**src/hdl/rpbp_pkg.sv**
```systemverilog
// Package for the raw pixel bit packer: mode codes, widths and the byte buffer type.
package rpbp_pkg;

	localparam logic MODE_RAW10 = 1'b0;
	localparam logic MODE_RAW12 = 1'b1;

	localparam int unsigned BYTE_W    = 8;
	localparam int unsigned PIXEL_W   = 16;
	localparam int unsigned RAW10_W   = 10;
	localparam int unsigned RAW12_W   = 12;
	localparam int unsigned MAX_BYTES = 3;

	typedef logic [BYTE_W-1:0] byte_t;
	typedef byte_t [MAX_BYTES-1:0] byte_buf_t;

endpackage

```
**src/hdl/raw_pixel_bit_packer_unit.sv**
```systemverilog
// Raw pixel bit packer: packs 10-bit or 12-bit pixels from 16-bit words into a byte stream.
// A word's bytes are registered: the first appears on the master side in the cycle after
// the word is taken; in 12-bit mode the first pixel of a pair is held for the second.
// Throughput is set by the byte-wide output drain: the slave side holds while bytes remain
// in the buffer, and the next word is taken as the last byte leaves.
// Reset (arst_n low, asynchronous): mode 10-bit, reservoir, pair state and byte buffer empty.
module raw_pixel_bit_packer_unit
	import rpbp_pkg::*;
(
	input  logic        clk,
	input  logic        arst_n,
	// configuration: pack_mode
	input  logic        cfg_we,
	input  logic        cfg_wdata,
	// pixel words in
	input  logic        s_tvalid,
	output logic        s_tready,
	input  logic [15:0] s_tdata,   // [15:0] pixel_word
	input  logic        s_tlast,   // frame_end
	// packed bytes out
	output logic        m_tvalid,
	input  logic        m_tready,
	output logic [7:0]  m_tdata,   // [7:0] packed_byte
	output logic        m_tlast    // last_byte
);

	// Mode register and packing state
	logic        mode_q;
	logic [11:0] held_bits_q;     // leftover reservoir bits, or first pixel of a pair
	logic [2:0]  held_count_q;    // valid leftover bits in 10-bit mode
	logic        pair_pending_q;  // first pixel of a pair held in 12-bit mode

	// Result register: up to three bytes, head in entry 0
	byte_buf_t   obyte_q;
	logic [2:0]  olast_q;
	logic [1:0]  ocnt_q;

	logic s_acc, m_acc;

	// Next-state and result of the word on the slave side
	logic [15:0] acc10;
	logic [4:0]  total10;
	logic        two_full;
	logic [2:0]  rem10;
	byte_buf_t   nbyte;
	logic [2:0]  nlast;
	logic [1:0]  ncnt;
	logic [11:0] nheld_bits;
	logic [2:0]  nheld_count;
	logic        npair;
	logic [11:0] pix12;

	assign m_acc    = m_tvalid && m_tready;
	// Take a word when the buffer is empty or its last byte leaves in this cycle
	assign s_tready = (ocnt_q == 2'd0) || ((ocnt_q == 2'd1) && m_tready);
	assign s_acc    = s_tvalid && s_tready;

	assign m_tvalid = (ocnt_q != 2'd0);
	assign m_tdata  = obyte_q[0];
	assign m_tlast  = olast_q[0];

	assign pix12 = s_tdata[RAW12_W-1:0];

	always_comb begin
		// 10-bit reservoir: append the new bits above the leftovers
		acc10    = ({6'd0, s_tdata[RAW10_W-1:0]} << held_count_q) | {10'd0, held_bits_q[5:0]};
		total10  = {2'b00, held_count_q} + 5'd10;
		two_full = total10[4];
		rem10    = two_full ? 3'd0 : total10[2:0];

		nbyte       = '0;
		nlast       = '0;
		ncnt        = 2'd0;
		nheld_bits  = held_bits_q;
		nheld_count = held_count_q;
		npair       = pair_pending_q;

		if (mode_q == MODE_RAW10) begin
			nbyte[0] = acc10[7:0];
			nbyte[1] = acc10[15:8];
			ncnt     = two_full ? 2'd2 : 2'd1;
			if (s_tlast) begin
				// flush a partial byte, zero padded, and mark the final byte
				if (rem10 != 3'd0) begin
					ncnt = ncnt + 2'd1;
				end
				if (ncnt == 2'd2) begin
					nlast = 3'b010;
				end else begin
					nlast = 3'b001;
				end
				nheld_bits  = '0;
				nheld_count = 3'd0;
				npair       = 1'b0;
			end else begin
				nheld_bits  = two_full ? 12'd0 : {6'd0, acc10[13:8]};
				nheld_count = rem10;
			end
		end else begin
			if (pair_pending_q) begin
				nbyte[0]   = held_bits_q[11:4];
				nbyte[1]   = {held_bits_q[3:0], pix12[11:8]};
				nbyte[2]   = pix12[7:0];
				nlast      = {s_tlast, 2'b00};
				ncnt       = 2'd3;
				nheld_bits = '0;
				npair      = 1'b0;
			end else if (s_tlast) begin
				// odd final pixel: two bytes, low nibble in the upper half
				nbyte[0]   = pix12[11:4];
				nbyte[1]   = {pix12[3:0], 4'd0};
				nlast      = 3'b010;
				ncnt       = 2'd2;
				nheld_bits = '0;
				npair      = 1'b0;
			end else begin
				// hold the first pixel of the pair, no bytes yet
				nheld_bits = pix12;
				npair      = 1'b1;
			end
			nheld_count = 3'd0;
		end
	end

	// Mode and packing state; a mode write drops any partial frame
	always_ff @(posedge clk or negedge arst_n) begin
		if (!arst_n) begin
			mode_q         <= MODE_RAW10;
			held_bits_q    <= '0;
			held_count_q   <= '0;
			pair_pending_q <= 1'b0;
		end else if (cfg_we) begin
			mode_q         <= cfg_wdata;
			held_bits_q    <= '0;
			held_count_q   <= '0;
			pair_pending_q <= 1'b0;
		end else if (s_acc) begin
			held_bits_q    <= nheld_bits;
			held_count_q   <= nheld_count;
			pair_pending_q <= npair;
		end
	end

	// Byte buffer count: load on a new word, otherwise advance on each byte taken
	always_ff @(posedge clk or negedge arst_n) begin
		if (!arst_n) begin
			ocnt_q <= 2'd0;
		end else if (s_acc) begin
			ocnt_q <= ncnt;
		end else if (m_acc) begin
			ocnt_q <= ocnt_q - 2'd1;
		end
	end

	// Byte buffer payload: load or shift towards the head
	always_ff @(posedge clk) begin
		if (s_acc) begin
			obyte_q <= nbyte;
			olast_q <= nlast;
		end else if (m_acc) begin
			obyte_q[0] <= obyte_q[1];
			obyte_q[1] <= obyte_q[2];
			olast_q    <= {1'b0, olast_q[2:1]};
		end
	end

`ifndef SYNTHESIS
	// A word is only taken into an empty or draining buffer
	a_load_when_free: assert property (@(posedge clk) disable iff (!arst_n)
		s_acc |-> (ocnt_q == 2'd0) || ((ocnt_q == 2'd1) && m_acc))
		else $error("word taken while bytes still pending");

	// The final byte of a frame is always the tail of the buffer
	a_last_is_tail: assert property (@(posedge clk) disable iff (!arst_n)
		(m_tvalid && m_tlast) |-> (ocnt_q == 2'd1))
		else $error("final byte not at buffer tail");

	// The reservoir never holds a whole byte
	a_held_count: assert property (@(posedge clk) disable iff (!arst_n)
		held_count_q <= 3'd6)
		else $error("reservoir count out of range");

	// A pending pair exists only in 12-bit mode, with an empty reservoir count
	a_pair_mode: assert property (@(posedge clk) disable iff (!arst_n)
		pair_pending_q |-> (mode_q == MODE_RAW12) && (held_count_q == 3'd0))
		else $error("pending pair outside 12-bit mode");
`endif

endmodule
```
**config.mk**
```make
export PLATFORM = sky130hd
export DESIGN_NAME = raw_pixel_bit_packer_unit
export DESIGN_NICKNAME = d
export VERILOG_FILES = /design/src/hdl/rpbp_pkg.sv /design/src/hdl/raw_pixel_bit_packer_unit.sv
export SDC_FILE = /design/constraint.sdc
export NUM_CORES = 1
export LEC_CHECK = 0
export ABC_CLOCK_PERIOD_IN_PS = 2100
export BUFFER_PORTS_ARGS = -buffer_cell sky130_fd_sc_hd__buf_4
export CELL_PAD_IN_SITES_DETAIL_PLACEMENT = 1
export CELL_PAD_IN_SITES_GLOBAL_PLACEMENT = 1
export CORE_ASPECT_RATIO = 0.7
export CORE_MARGIN = 4
export CORE_UTILIZATION = 30
export CTS_CLUSTER_DIAMETER = 40
export DETAILED_ROUTE_END_ITERATION = 7
export PLACE_DENSITY = 0.64
export SETUP_SLACK_MARGIN = 0.2
export SYNTH_ARGS = -nofsm -noshare
export SYNTH_HDL_FRONTEND = slang
export SYNTH_SLANG_ARGS = --single-unit
export TNS_END_PERCENT = 10
```
**constraint.sdc**
```tcl
create_clock -name clk -period 2.1 [get_ports clk]
set_clock_uncertainty 0.1 [all_clocks]
set_input_delay 0.21 -clock clk [delete_from_list [all_inputs] [get_ports clk]]
set_output_delay 0.21 -clock clk [all_outputs]
set_load 0.005 [all_outputs]
```
# ---- Word level (Yosys, flattened, before mapping)
# Index checks and enable logic that the tools add are counted.
dict set report totals {
  reg_bits 46
  latchBits 0
  mem_bits_rw 0
  mem_bits_ro 0
  out_inout_bits 11
  wordCells 68
  mem_count 0
}
dict set report classes {
  add_sub_neg 3
  mul 0
  div_mod_pow 0
  magnitude_cmp 0
  eq_ne 2
  shifts 1
  muxes 40
  bitwise 1
  n_reduce_logical 12
}
# op n
set ops {}
lappend ops {{16-bit two-way mux} 5}
lappend ops {{12-bit two-way mux} 5}
lappend ops {{3-bit two-way mux} 9}
lappend ops {{2-bit two-way mux} 13}
lappend ops {{16-bit by 6-bit bitwise OR with 16-bit output} 1}
lappend ops {{10-bit by 3-bit << shifter with 16-bit output} 1}
lappend ops {{6-bit two-way mux} 2}
lappend ops {{1-bit two-way mux} 6}
lappend ops {{2-bit nonzero test} 3}
lappend ops {{3-bit nonzero test} 2}
lappend ops {{3-bit by 4-bit adder with 5-bit output (second input constant)} 1}
lappend ops {{2-bit AND reduction} 2}
lappend ops {{1-bit logical AND} 3}
lappend ops {{2-bit by 1-bit adder with 2-bit output (second input constant)} 1}
lappend ops {{2-bit by 1-bit equality test with 1-bit output (second input constant)} 1}
lappend ops {{2-bit equality test (second input constant)} 1}
lappend ops {{2-bit zero test} 1}
lappend ops {{2-bit by 1-bit subtractor with 2-bit output (second input constant)} 1}
lappend ops {{1-bit logical OR} 1}

# ---- Logic depth before layout (Yosys ltp)
# Gate-level depths: netlist of run 1.
dict set report logic_depth {
  depth_word 11
  depth_mapped 9
  mapped_depth_nobuf 7
}

# ---- Worst setup path before layout of run 1
# OpenSTA, ideal clock, no wires.
dict set report synth_timing {
  path_type {register to register}
  from {register ocnt_q[0]}
  to {register obyte_q[11] (netlist bit) (data pin)}
  arrival_time_ns 1.646
  required_ns 1.711
  path_slack_ns 0.065
  path_stages_with_launch 8
  n_path_buf 1
  period_less_slack_ns 2.035
  path_cell_list {dfrtp_1 -> inv_1 -> ha_1 -> a21o_1 -> nand2_1 -> inv_1 -> buf_1 -> a31oi_1}
}
dict set report synth_via {
  elab_chain_cells 5
  elab_cells_between_ends 6
  cone_classes {1 x eq/ne; 1 x mux; 4 x reduce/logical}
}
# item line_no
set synth_lines {}
lappend synth_lines {{from (decl)} raw_pixel_bit_packer_unit.sv:36} ;# logic [1:0] ocnt_q;
lappend synth_lines {{from (signal assigned)} raw_pixel_bit_packer_unit.sv:149} ;# ocnt_q <= ncnt;
lappend synth_lines {{from (signal assigned)} raw_pixel_bit_packer_unit.sv:151} ;# ocnt_q <= ocnt_q - 2'd1;
lappend synth_lines {{2-bit by 1-bit equality test with 1-bit output} raw_pixel_bit_packer_unit.sv:55} ;# assign s_tready = (ocnt_q == 2'd0) || ((ocnt_q == 2'd1) && m_tready);
lappend synth_lines {{1-bit logical AND} raw_pixel_bit_packer_unit.sv:55}
lappend synth_lines {{1-bit logical OR (*)} raw_pixel_bit_packer_unit.sv:55}
lappend synth_lines {{net s_tready} raw_pixel_bit_packer_unit.sv:17} ;# output logic s_tready,
lappend synth_lines {{1-bit logical AND (*)} raw_pixel_bit_packer_unit.sv:56} ;# assign s_acc = s_tvalid && s_tready;
lappend synth_lines {{net s_acc} raw_pixel_bit_packer_unit.sv:38} ;# logic s_acc, m_acc;
lappend synth_lines {{16-bit two-way mux (*)} raw_pixel_bit_packer_unit.sv:157} ;# if (s_acc) begin
lappend synth_lines {{to (signal assigned)} raw_pixel_bit_packer_unit.sv:158} ;# obyte_q <= nbyte;
lappend synth_lines {{to (decl)} raw_pixel_bit_packer_unit.sv:34} ;# byte_buf_t obyte_q;
# The timed path passes the listed nets; every way through them passes the cells marked *.
# A chain may end at the register's enable or synchronous reset.

# ---- Worst setup path after layout of run 1
dict set report layout_timing {
  from {register held_count_q[0]}
  to {register held_bits_q[0]}
}
dict set report layout_via {
  elab_chain_cells 7
  elab_cells_between_ends 8
  cone_classes {1 x add/sub; 1 x shift; 5 x mux; 1 x bitwise}
}
# item line_no
set layout_lines {}
lappend layout_lines {{from (decl)} raw_pixel_bit_packer_unit.sv:30} ;# logic [2:0] held_count_q;
lappend layout_lines {{from (signal assigned)} raw_pixel_bit_packer_unit.sv:139} ;# held_count_q <= nheld_count;
lappend layout_lines {{10-bit by 3-bit << shifter with 16-bit output} raw_pixel_bit_packer_unit.sv:66} ;# acc10 = ({6'd0, s_tdata[RAW10_W-1:0]} << held_count_q) | {10'd0, held_bits_q[5:0]};
lappend layout_lines {{16-bit by 6-bit bitwise OR with 16-bit output} raw_pixel_bit_packer_unit.sv:66}
lappend layout_lines {{6-bit two-way mux (*)} raw_pixel_bit_packer_unit.sv:96} ;# nheld_bits = two_full ? 12'd0 : {6'd0, acc10[13:8]};
lappend layout_lines {{6-bit two-way mux (*)} raw_pixel_bit_packer_unit.sv:82} ;# if (s_tlast) begin
lappend layout_lines {{12-bit two-way mux (*)} raw_pixel_bit_packer_unit.sv:78} ;# if (mode_q == MODE_RAW10) begin
lappend layout_lines {{12-bit two-way mux (*)} raw_pixel_bit_packer_unit.sv:137} ;# end else if (s_acc) begin
lappend layout_lines {{12-bit two-way mux (*)} raw_pixel_bit_packer_unit.sv:132} ;# end else if (cfg_we) begin
lappend layout_lines {{to (signal assigned)} raw_pixel_bit_packer_unit.sv:138} ;# held_bits_q <= nheld_bits;
lappend layout_lines {{to (decl)} raw_pixel_bit_packer_unit.sv:29} ;# logic [11:0] held_bits_q;
# Every way passes the cells marked *; elsewhere a longest branch is shown, timed or not. The select of a mux whose other input is x is not followed.

==> impl_results.md, run 1 <==
- Top Ports: 34
- Hold depth: 3
- Leading cell types by count after synthesis: edfxtp_1, nand2_1, nor2_1
- Layout Cells excl Fill: ~420
- Hold_ws: 24.85 ps
- Clock-pin slew of the registers on the worst-case setup and hold paths: 60 ps
- Mapped Cells: 271
- DIE AREA: 11070 um2
- Final ANT Viol Nets: 0
- Worst-Skew Late Latency: about 300 ps
- Power Dens Cells: 958.3 nW/um2
- CTS sink count: 46
- Cells along the critical path: buf_12 -> mux4_2 -> mux2i_2 -> buf_4 -> nor4_1 -> a221o_1
- Finished layout cell area: 3417 um2
- Ys Warns: 0
- FF-to-FF Start: held_count_q[0]
- Cell area after synthesis: 2829 um2
- Number of H-tree levels: 2
- Largest net degree at the start of global routing: 31
- Global route total overflow: 0
- Crit end category: register
- Synth Register Bits: 46
- Layout cell share with drive strength beyond 1: about 27%
- Placed cell count: 406
- Starting Density: 30.94%
- Flop2flop setup slack: 150 ps
- Slew HR: between 60 and 70%
- Ranking of synthesized cells by area: edfxtp_1, dfrtp_1, mux4_1
- Worst EP required: 2180 ps
- 1st-iter DRT viols: 216
- Min cycle time layout: 1952 ps
- ANT cells: 0
- Synth-to-layout area growth: 20.79%
- Chip width: 124.1 um
- Peak VDD IR: 361.4 uV
- Register area share after synthesis: 45.47%
- Total GRT Usage: between 15 and 20%
- Area share of fa/ha/maj cells after synthesis: 1.769%
- DR pass1 iterations: 4
- Placed wire-length estimate: ~5900 um
- Worst Path Arrival: 2030 ps
- GPL Wtd Cong: 0.8970
- R2R Path End: held_bits_q[0]
- Vias in the first global route: 2413
- Post-Route Setup TNS: 0 ps
- R2R cell count: 6
- Final period util: 92.93%
- Antenna violations before repair: 0
- Count leader, synth: edfxtp_1
- Post-Syn Nets: 298
- MaxCap Viol Count: 0
- Slew Limit Fails: 0
- P_leak: 0.001341 uW
- Post-synthesis compound-gate area fraction: a little under a fifth
- Input/output buffers: 29
- Syn_area_per_cell: ~10 um2
- Final #Nets: 325
- Final WL: 8556 um
- Via count: between 2k and 2.5k
- Post-synthesis mux area share: between 10% and 20%
- Hold Crit Endpoint: mode_q
- Post-synth EDFFs: 27
- Placed cell areas: 3146 um2
- Slowest stage delay, CP: between 500 and 600 ps
- Placement Rows: 29
- RSZ-0062 raised after global routing: true
- Ys async rst share: 41.30%
- Critical-path top delay cell: mux4_2
- Cts bufs inserted: 5
- Worst Hold Launch: cfg_wdata
- Yosys top cell by area: edfxtp_1
- Final routed DRC violation total: 0
- Xor/xnor share of the synthesized area: 0%
- Final setup violation count: 0
- Largest fanout on the critical path: 10
- Final Hold Vio Count: 0
- Worst setup SP type: register
- Die Y-Extent: roughly 89 um
- Distinct cell type count after synthesis: 41
- Maximum clock path buffer count: 2
- Synth Area in Simple Gates: 14.68%
- Actual transition at the worst max-transition pin: 541.9 ps
- Synth top area share: 28.66%
- Largest family of logic cells by synthesized area: compound AO/OA/AOI/OAI gates
- Global-route wire length before repair: between 10000 and 15000 um
- HP Class: input port to register
- Fmax achieved: roughly 510 MHz
- Routed len/inst: roughly 20 um
- Root Driver: clkbuf_16
- Ys flop type: edfxtp_1
- CTS tree: built
- Placeable Area: ~9100 um2
- Via density: ~5.5
- Crit path kind: register to register
- Outcome: completed
==> cell usage in the layout, fill, tap and decap left out, types with 4 or more instances in the layout <==
cell type and instances:
o31ai_1 4, edfxtp_1 27, a21oi_1 16, dfrtp_1 19, mux4_2 5, a221oi_1 4, a22o_1 13, nor3_1 7
inv_1 5, nand2_1 25, a31oi_1 5, nor2_1 19, mux2_2 4, mux2i_1 11, nand3_1 6, clkbuf_16 5
and3_1 10, buf_4 47, o21ai_0 7, a211oi_1 6, a221o_1 4
==> worst max-delay path: cells and delay by family (launching register included) <==
family                 cells  cell delay, ps
AO/OA/AOI/OAI              1             260
flip-flops                 1             380
AND/OR/NAND/NOR            1              40
buffers and inverters      2             300
multiplexers               2             760
==> through the flow <==
step	power, uW	util, %	worst slack (ps)
2_1_floorplan	2020	-	147.5
3_3_place_gp	2354	34.40	54.98
3_5_place_dp	2391	34.40	-52.44
4_1_cts	3223	36.73	159.4
5_1_grt	3496	37.37	91.16
6_report	3275	37.37	148.4
==> how the worst max path moves through the flow <==
stage               startpoint        endpoint  slack, ps
6_report       held_count_q[0]  held_bits_q[0]        150
5_1_grt        held_count_q[0]  held_bits_q[0]         90
4_1_cts        held_count_q[0]  held_bits_q[0]        160
3_5_place_dp         ocnt_q[0]  held_bits_q[1]        -50
3_3_place_gp         ocnt_q[0]  held_bits_q[1]         50
2_1_floorplan        ocnt_q[0]      m_tdata[4]        150
==> kinds of logic after synthesis <==
| family | after synthesis |
|---|---|
| compound gates | 73 |
| fa+ha+maj | 4 |
| buf+inv | 40 |
| flops | 46 |
| mux | 23 |
| simple gates | 85 |
==> area by class of cell <==
| class | instances | area [um2] |
|---|---|---|
| fillers | 1037 | 5727 |
| repair buffers | 53 | 440.4 |
| clock buffers | 6 | 128.9 |
| clock inverters | 2 | 8.758 |
| inverters | 7 | 26.28 |
| multi-input cells | 185 | 1371 |
| flip-flops and latches | 46 | 1286 |
| well taps | 124 | 155.1 |
==> registers in the layout, summed over array words and instances (netlist names) <==
| register | flops |
|---|---|
| m_tdata | 8 |
| ocnt_q | 2 |
| held_bits_q | 12 |
| mode_q | 1 |
| olast_q | 3 |
| pair_pending_q | 1 |
| held_count_q | 3 |
| obyte_q | 16 |
==> power breakdown <==
| part | internal, uW | switching (uW) | total, uW |
|---|---|---|---|
| logic | 515 | 619 | 1130 |
| registers | 1270 | 84.2 | 1350 |
| clock network | 436 | 353 | 789 |
| total | 2220 | 1060 | 3270 |
==> what timing repair did <==
action                     in CTS  in global routing
resized for setup               9                 12
setup endpoints to repair      17                 41
hold endpoints to repair       19                  0
pin swaps                       1                  1
hold buffers                    1                  0
buffers inserted                6                  2
==> per-layer routing <==
layer | vias to the layer above | global-route usage (%) | wire length (um)
met5 | - | 0 | 0
met4 | 0 | 5.467 | 106
met3 | 7 | 4.744 | 619
met2 | 82 | 23.24 | 3542
met1 | 1164 | 25.32 | 4287
li1 | 1079 | - | -
(Power assumes the default switching activity.)
==> run 2: changes to the inputs <==
--- a/config.mk
+++ b/config.mk
@@ -14,6 +14,7 @@
 export CORE_UTILIZATION = 30
 export CTS_CLUSTER_DIAMETER = 40
 export DETAILED_ROUTE_END_ITERATION = 7
+export HOLD_SLACK_MARGIN = 0.05
 export PLACE_DENSITY = 0.64
 export SETUP_SLACK_MARGIN = 0.2
 export SYNTH_ARGS = -nofsm -noshare
==> run 2 against run 1 <==
Effect of this change: non-clock buffer count is 1 higher; sequential share of layout area down 0.11 points; combinational power hardly changed; total power about the same; die area did not move; critical path type unchanged.
==> impl_results.md, run 2 (synthesized netlist as in run 1, its figures left out) <==
- Final WL: 8538 um
- Largest delay share family, worst path: multiplexers
- Outcome: completed
- Total GRT Usage: 16.89%
- DIE AREA: 11070 um2
- Core Util, Final: approximately 37%
- Starting Density: 30.94%
- Clock-pin slew of the registers on the worst-case setup and hold paths: 60 ps
- Placed cell areas: 3146 um2
- Crit path kind: register to register
- Worst-Skew Late Latency: 300 ps
- Synth-to-layout area growth: 21.14%
- Slowest stage delay, CP: 550 ps
- HP Class: input port to register
- Final worst slack: 147.8 ps
- Fmax achieved: between 500 and 600 MHz
- Max reg flops: 16
- Largest fanout on the critical path: 10
- Layout cell share with drive strength beyond 1: 26.67%
- Worst EP required: 2180 ps
- Global-route wire length before repair: about 14000 um
- P_leak: 0.001346 uW
- Critical-path top delay cell: mux4_2
- Worst setup SP type: register
- Register area: 1286 um2
- Global route total overflow: 0
- Worst Path Arrival: 2030 ps
- Most frequent cells in the layout: buf_4, edfxtp_1, nand2_1
- Placed wire-length estimate: 5944 um
- Root Driver: clkbuf_16
- Placeable Area: 9144 um2
- DR pass1 iterations: 4
- CTS sink count: 46
- Min cycle time layout: about 2000 ps
- Final setup violation count: 0
- Largest net degree at the start of global routing: 31
- Final routed DRC violation total: 0
- Power Dens Cells: 955.8 nW/um2
- Die Y-Extent: 89.25 um
- Fillers: 1037
- Post-Route Setup TNS: 0 ps
- Final #Nets: 326
- Cells along the critical path: buf_12 -> mux4_2 -> mux2i_2 -> buf_4 -> nor4_1 -> a221o_1
- MaxCap Viol Count: 0
- Slew Limit Fails: 0
- Finished layout cell area: approximately 3400 um2
- CTS tree: built
- ANT cells: 0
- Antenna violations before repair: 0
- Final Hold Vio Count: 0
- Top Ports: 34
- RSZ-0062 raised after global routing: true
- Input/output buffers: 29
- Number of H-tree levels: 2
- Chip width: 124.1 um
- Actual transition at the worst max-transition pin: 543.2 ps
- Pre-CTS WS: -52.44 ps
- Peak VDD IR: 360.8 uV
- Maximum clock path buffer count: 2
- 1st-iter DRT viols: 244
- Most common cell after layout, fill and taps aside: buf_4
- Slew HR: 63.75%
- Cts bufs inserted: 5
- Placement Rows: 29
- Vias in the first global route: 2419
- Crit end category: register
- Via count: 2334
- Most flops, register: obyte_q
- Multi-input logic area: ~1400 um2
- WP buf/inv: 2
- Routed len/inst: 20.14 um
- Final period util: 92.96%
- Via density: 5.505
- GPL Wtd Cong: about 0.9
- Final ANT Viol Nets: 0
-- run 2: report_power, final --
part	switching [uW]	total, uW	internal, uW	leakage (uW)
clock	353	790	436	0.0000683
sequential	84.1	1350	1270	0.000515
combinational	618	1130	516	0.000762
total	1060	3280	2220	0.00135
-- run 2: area by class of cell --
type,instances,area share [%]
multi-input combinational,185,40.01
sequential,46,37.53
timing repair buffer,54,13.14
tap,124,4.527
clock buffer,6,3.761
inverter,7,0.7667
clock inverter,2,0.2556
-- run 2: timing repair --
action,in CTS,in global routing
gates cloned,0,0
hold endpoints to repair,20,0
endpoints found under the setup margin,17,41
buffers inserted,6,2
hold buffers,2,0
resized for setup,9,12
pin swaps,1,1
-- run 2: per-layer routing --
| layer | routed length, um | part of all wire [%] | up-vias | GRT usage, % |
|---|---|---|---|---|
| met2 | 3498 | 41 | 90 | 23.24 |
| li1 | - | - | 1084 | - |
| met3 | 739 | 8.7 | 7 | 4.744 |
| met5 | 0 | 0 | - | 0 |
| met1 | 4194 | 49 | 1153 | 25.36 |
| met4 | 106 | 1.2 | 0 | 5.467 |
-- run 2: per-stage QoR --
| step | cells | hold WS (ps) | power (uW) |
|---|---|---|---|
| final | 424 | 58.64 | 3276 |
| after global routing | 424 | 66.57 | 3497 |
| after CTS | 422 | 56.46 | 3225 |
| after detailed placement | 406 | 17.11 | 2391 |
| after global placement | 406 | 10.07 | 2354 |
| after floorplan | 271 | -185.6 | 2020 |
-- run 2: worst paths after layout --
path	end	slack (ps)	startpoint	cells past startpoint
min reg2reg	held_bits_q[8]	410	held_bits_q[8]	1
min	held_bits_q[10]	60	s_tdata[10]	2
min in group asynchronous	held_bits_q[7]	240	arst_n	2
max in group asynchronous	held_count_q[1]	1430	arst_n	2
max	held_bits_q[0]	150	held_count_q[0]	6
max reg2reg	held_bits_q[0]	150	held_count_q[0]	6
==> run 3: changes to the inputs <==
--- a/config.mk
+++ b/config.mk
@@ -5,6 +5,7 @@
 export SDC_FILE = /design/constraint.sdc
 export NUM_CORES = 1
 export LEC_CHECK = 0
+export ABC_AREA = 1
 export ABC_CLOCK_PERIOD_IN_PS = 2100
 export BUFFER_PORTS_ARGS = -buffer_cell sky130_fd_sc_hd__buf_4
 export CELL_PAD_IN_SITES_DETAIL_PLACEMENT = 1
@@ -15,7 +16,7 @@
 export CTS_CLUSTER_DIAMETER = 40
 export DETAILED_ROUTE_END_ITERATION = 7
 export HOLD_SLACK_MARGIN = 0.05
-export PLACE_DENSITY = 0.64
+export PLACE_DENSITY = 0.67
 export SETUP_SLACK_MARGIN = 0.2
 export SYNTH_ARGS = -nofsm -noshare
 export SYNTH_HDL_FRONTEND = slang
==> run 3 against run 2 <==
Effect of this change: fmax shrank 1.4%; largest cell class unchanged; critical path depth grew 2; hold slack gained 6.3 ps; utilization grew 1.3 points; wire length grew 12%; critical endpoint is now held_bits_q[9]; total power grew 18%; sequential share of layout area shrank 1.2 points; die area grew 0.29%; clock-buffer cell count grew 1; highest routed layer unchanged; via count grew 14%; synthesized cell count grew 32%; sequential cell count is the same.
==> impl_results.md, run 3 <==
- Outcome: completed
- HP Class: input port to register
- Largest net degree at the start of global routing: 23
- RSZ-0062 raised after global routing: true
- Die Y-Extent: 89.37 um
- Antenna violations before repair: 0
- Top Ports: 34
- Starting Density: 31.03%
- MaxCap Viol Count: 0
- Register area share after synthesis: a little under half
- Final #Nets: 423
- Leading cell types by count after synthesis: nand2_1, nand3_1, inv_1
- Placeable Area: between 9000 and 10000 um2
- DR pass1 iterations: 4
- Ranking of synthesized cells by area: edfxtp_1, dfrtp_1, nand2_1
- Placed wire-length estimate: ~6400 um
- Worst EP required: roughly 2200 ps
- Final Hold Vio Count: 0
- P_leak: 0.001596 uW
- Distinct cell type count after synthesis: 33
- Ys async rst share: 41.30%
- Global route total overflow: 0
- R2R cell count: 8
- Ys Warns: 0
- FF-to-FF Start: ocnt_q[0]
- Worst setup SP type: register
- Syn_area_per_cell: 7.949 um2
- Most frequent cells in the layout: nand2_1, nand3_1, buf_4
- Most common cell after layout, fill and taps aside: nand2_1
- Post-synth EDFFs: 27
- Count leader, synth: nand2_1
- Power Dens Cells: 1091 nW/um2
- Via density: slightly above 5
- Worst-Skew Late Latency: approximately 290 ps
- Vias in the first global route: roughly 2.8k
- Total GRT Usage: between 15 and 20%
- Via count: 2669
- Synth top area share: between 20% and 30%
- Hold_ws: ~65 ps
- Largest fanout on the critical path: 7
- Maximum clock path buffer count: 2
- Fmax achieved: around 510 MHz
- Placement Rows: 29
- CTS sink count: 46
- Input/output buffers: 29
- Worst Path Arrival: 2090 ps
- Hold Crit Endpoint: mode_q
- Synth Register Bits: 46
- Final ANT Viol Nets: 0
- Routed len/inst: 18.33 um
- Post-Syn Nets: roughly 380
- Layout cell share with drive strength beyond 1: roughly 24%
- Cell area after synthesis: 2838 um2
- Most flops, register: obyte_q
- GPL Wtd Cong: 0.9062
- 1st-iter DRT viols: 162
- Ys flop type: edfxtp_1
- Final period util: 94.28%
- Final routed DRC violation total: 0
- Global-route wire length before repair: 15150 um
- Chip width: 124.2 um
- Crit end category: register
- Max reg flops: 16
- Post-Route Setup TNS: 0 ps
- Final WL: 9530 um
- ANT cells: 0
- Clock-pin slew of the registers on the worst-case setup and hold paths: 60 ps
- Synth-to-layout area growth: 24.87%
- Root Driver: clkbuf_16
- Mapped Cells: 357
- Flop2flop setup slack: 120 ps
- Peak VDD IR: 563.3 uV
- Crit path kind: register to register
- Worst Hold Launch: cfg_we
- Slew HR: 64.36%
- DIE AREA: 11100 um2
- Actual transition at the worst max-transition pin: 534.0 ps
- Min cycle time layout: 1980 ps
- Hold depth: 2
- Final setup violation count: 0
- CTS tree: built
- Number of H-tree levels: 2
- Slew Limit Fails: 0
- Cts bufs inserted: 5
- R2R Path End: held_bits_q[9]
- Yosys top cell by area: edfxtp_1
[run 3: critical path: stages, from the launching register on]
cell	delay, ps
dfrtp_2	440
inv_2	90
ha_4	130
inv_2	40
buf_6	110
a21boi_4	330
buf_12	180
nand3_2	220
o21ai_0	240
[run 3: cell families (layout without fill, tap and decap cells)]
logic type | Yosys count | after routing | share of synthesized area, %
and+or+nand+nor | 193 | 193 | 31.26
buffers and inverters | 62 | 101 | 10.85
AOI/OAI and AO/OA | 52 | 52 | 10.80
DFF | 46 | 46 | 45.33
adders and majority gates | 4 | 4 | 1.764
[run 3: worst max path at each step]
stage | from | end | slack, ps | depth (start not counted)
after floorplan | held_count_q[1] | ocnt_q[0] | 310 | 8
after global placement | ocnt_q[0] | m_tdata[5] | 120 | 9
after detailed placement | ocnt_q[0] | pair_pending_q | 130 | 10
after CTS | ocnt_q[0] | m_tdata[4] | 130 | 9
after global routing | ocnt_q[0] | ocnt_q[1] | 40 | 11
final | ocnt_q[0] | held_bits_q[9] | 120 | 8
[run 3: layout make-up]
cell class / count / area, um2
Multi-Input combinational cell: 249 / 1314
Sequential cell: 46 / 1287
Tap cell: 124 / 155.1
Timing Repair Buffer: 53 / 496.7
Fill cell: 1119 / 5600
Clock buffer: 7 / 132.6
Inverter: 41 / 157.7
[run 3: where the power goes]
group          internal [uW]  switching [uW]
clock                    436             330
sequential              1330            95.8
combinational            757             914
total                   2530            1340
[run 3: routing by layer]
metal  vias up  part of all wire [%]  wire, um  GRT usage (%)
li1       1269                     -         -              -
met1      1312                    46      4405          24.49
met2        74                    46      4366          29.26
met3        14                   6.2       590          3.463
met4         0                   1.8       167          4.677
met5         -                     0         0              0
[run 3: what timing repair did]
item / in CTS / in global routing
pin swaps: 1 / 8
gates cloned: 2 / 1
endpoints found under the setup margin: 28 / 44
hold buffers: 2 / 0
buffers inserted: 1 / 4
endpoints found under the hold margin: 20 / 0
resized for setup: 1 / 27
[run 3: per-stage QoR]
step	worst slack, ps	area (um2)	util, %	power [uW]	std cells
6_report	120.1	3543	38.75	3865	520
5_1_grt	36.68	3543	38.75	4140	520
4_1_cts	132.8	3410	37.29	3678	515
3_5_place_dp	128.8	3182	34.80	2752	503
3_3_place_gp	122.8	3182	34.80	2719	503
2_1_floorplan	306.3	2838	-	2265	357
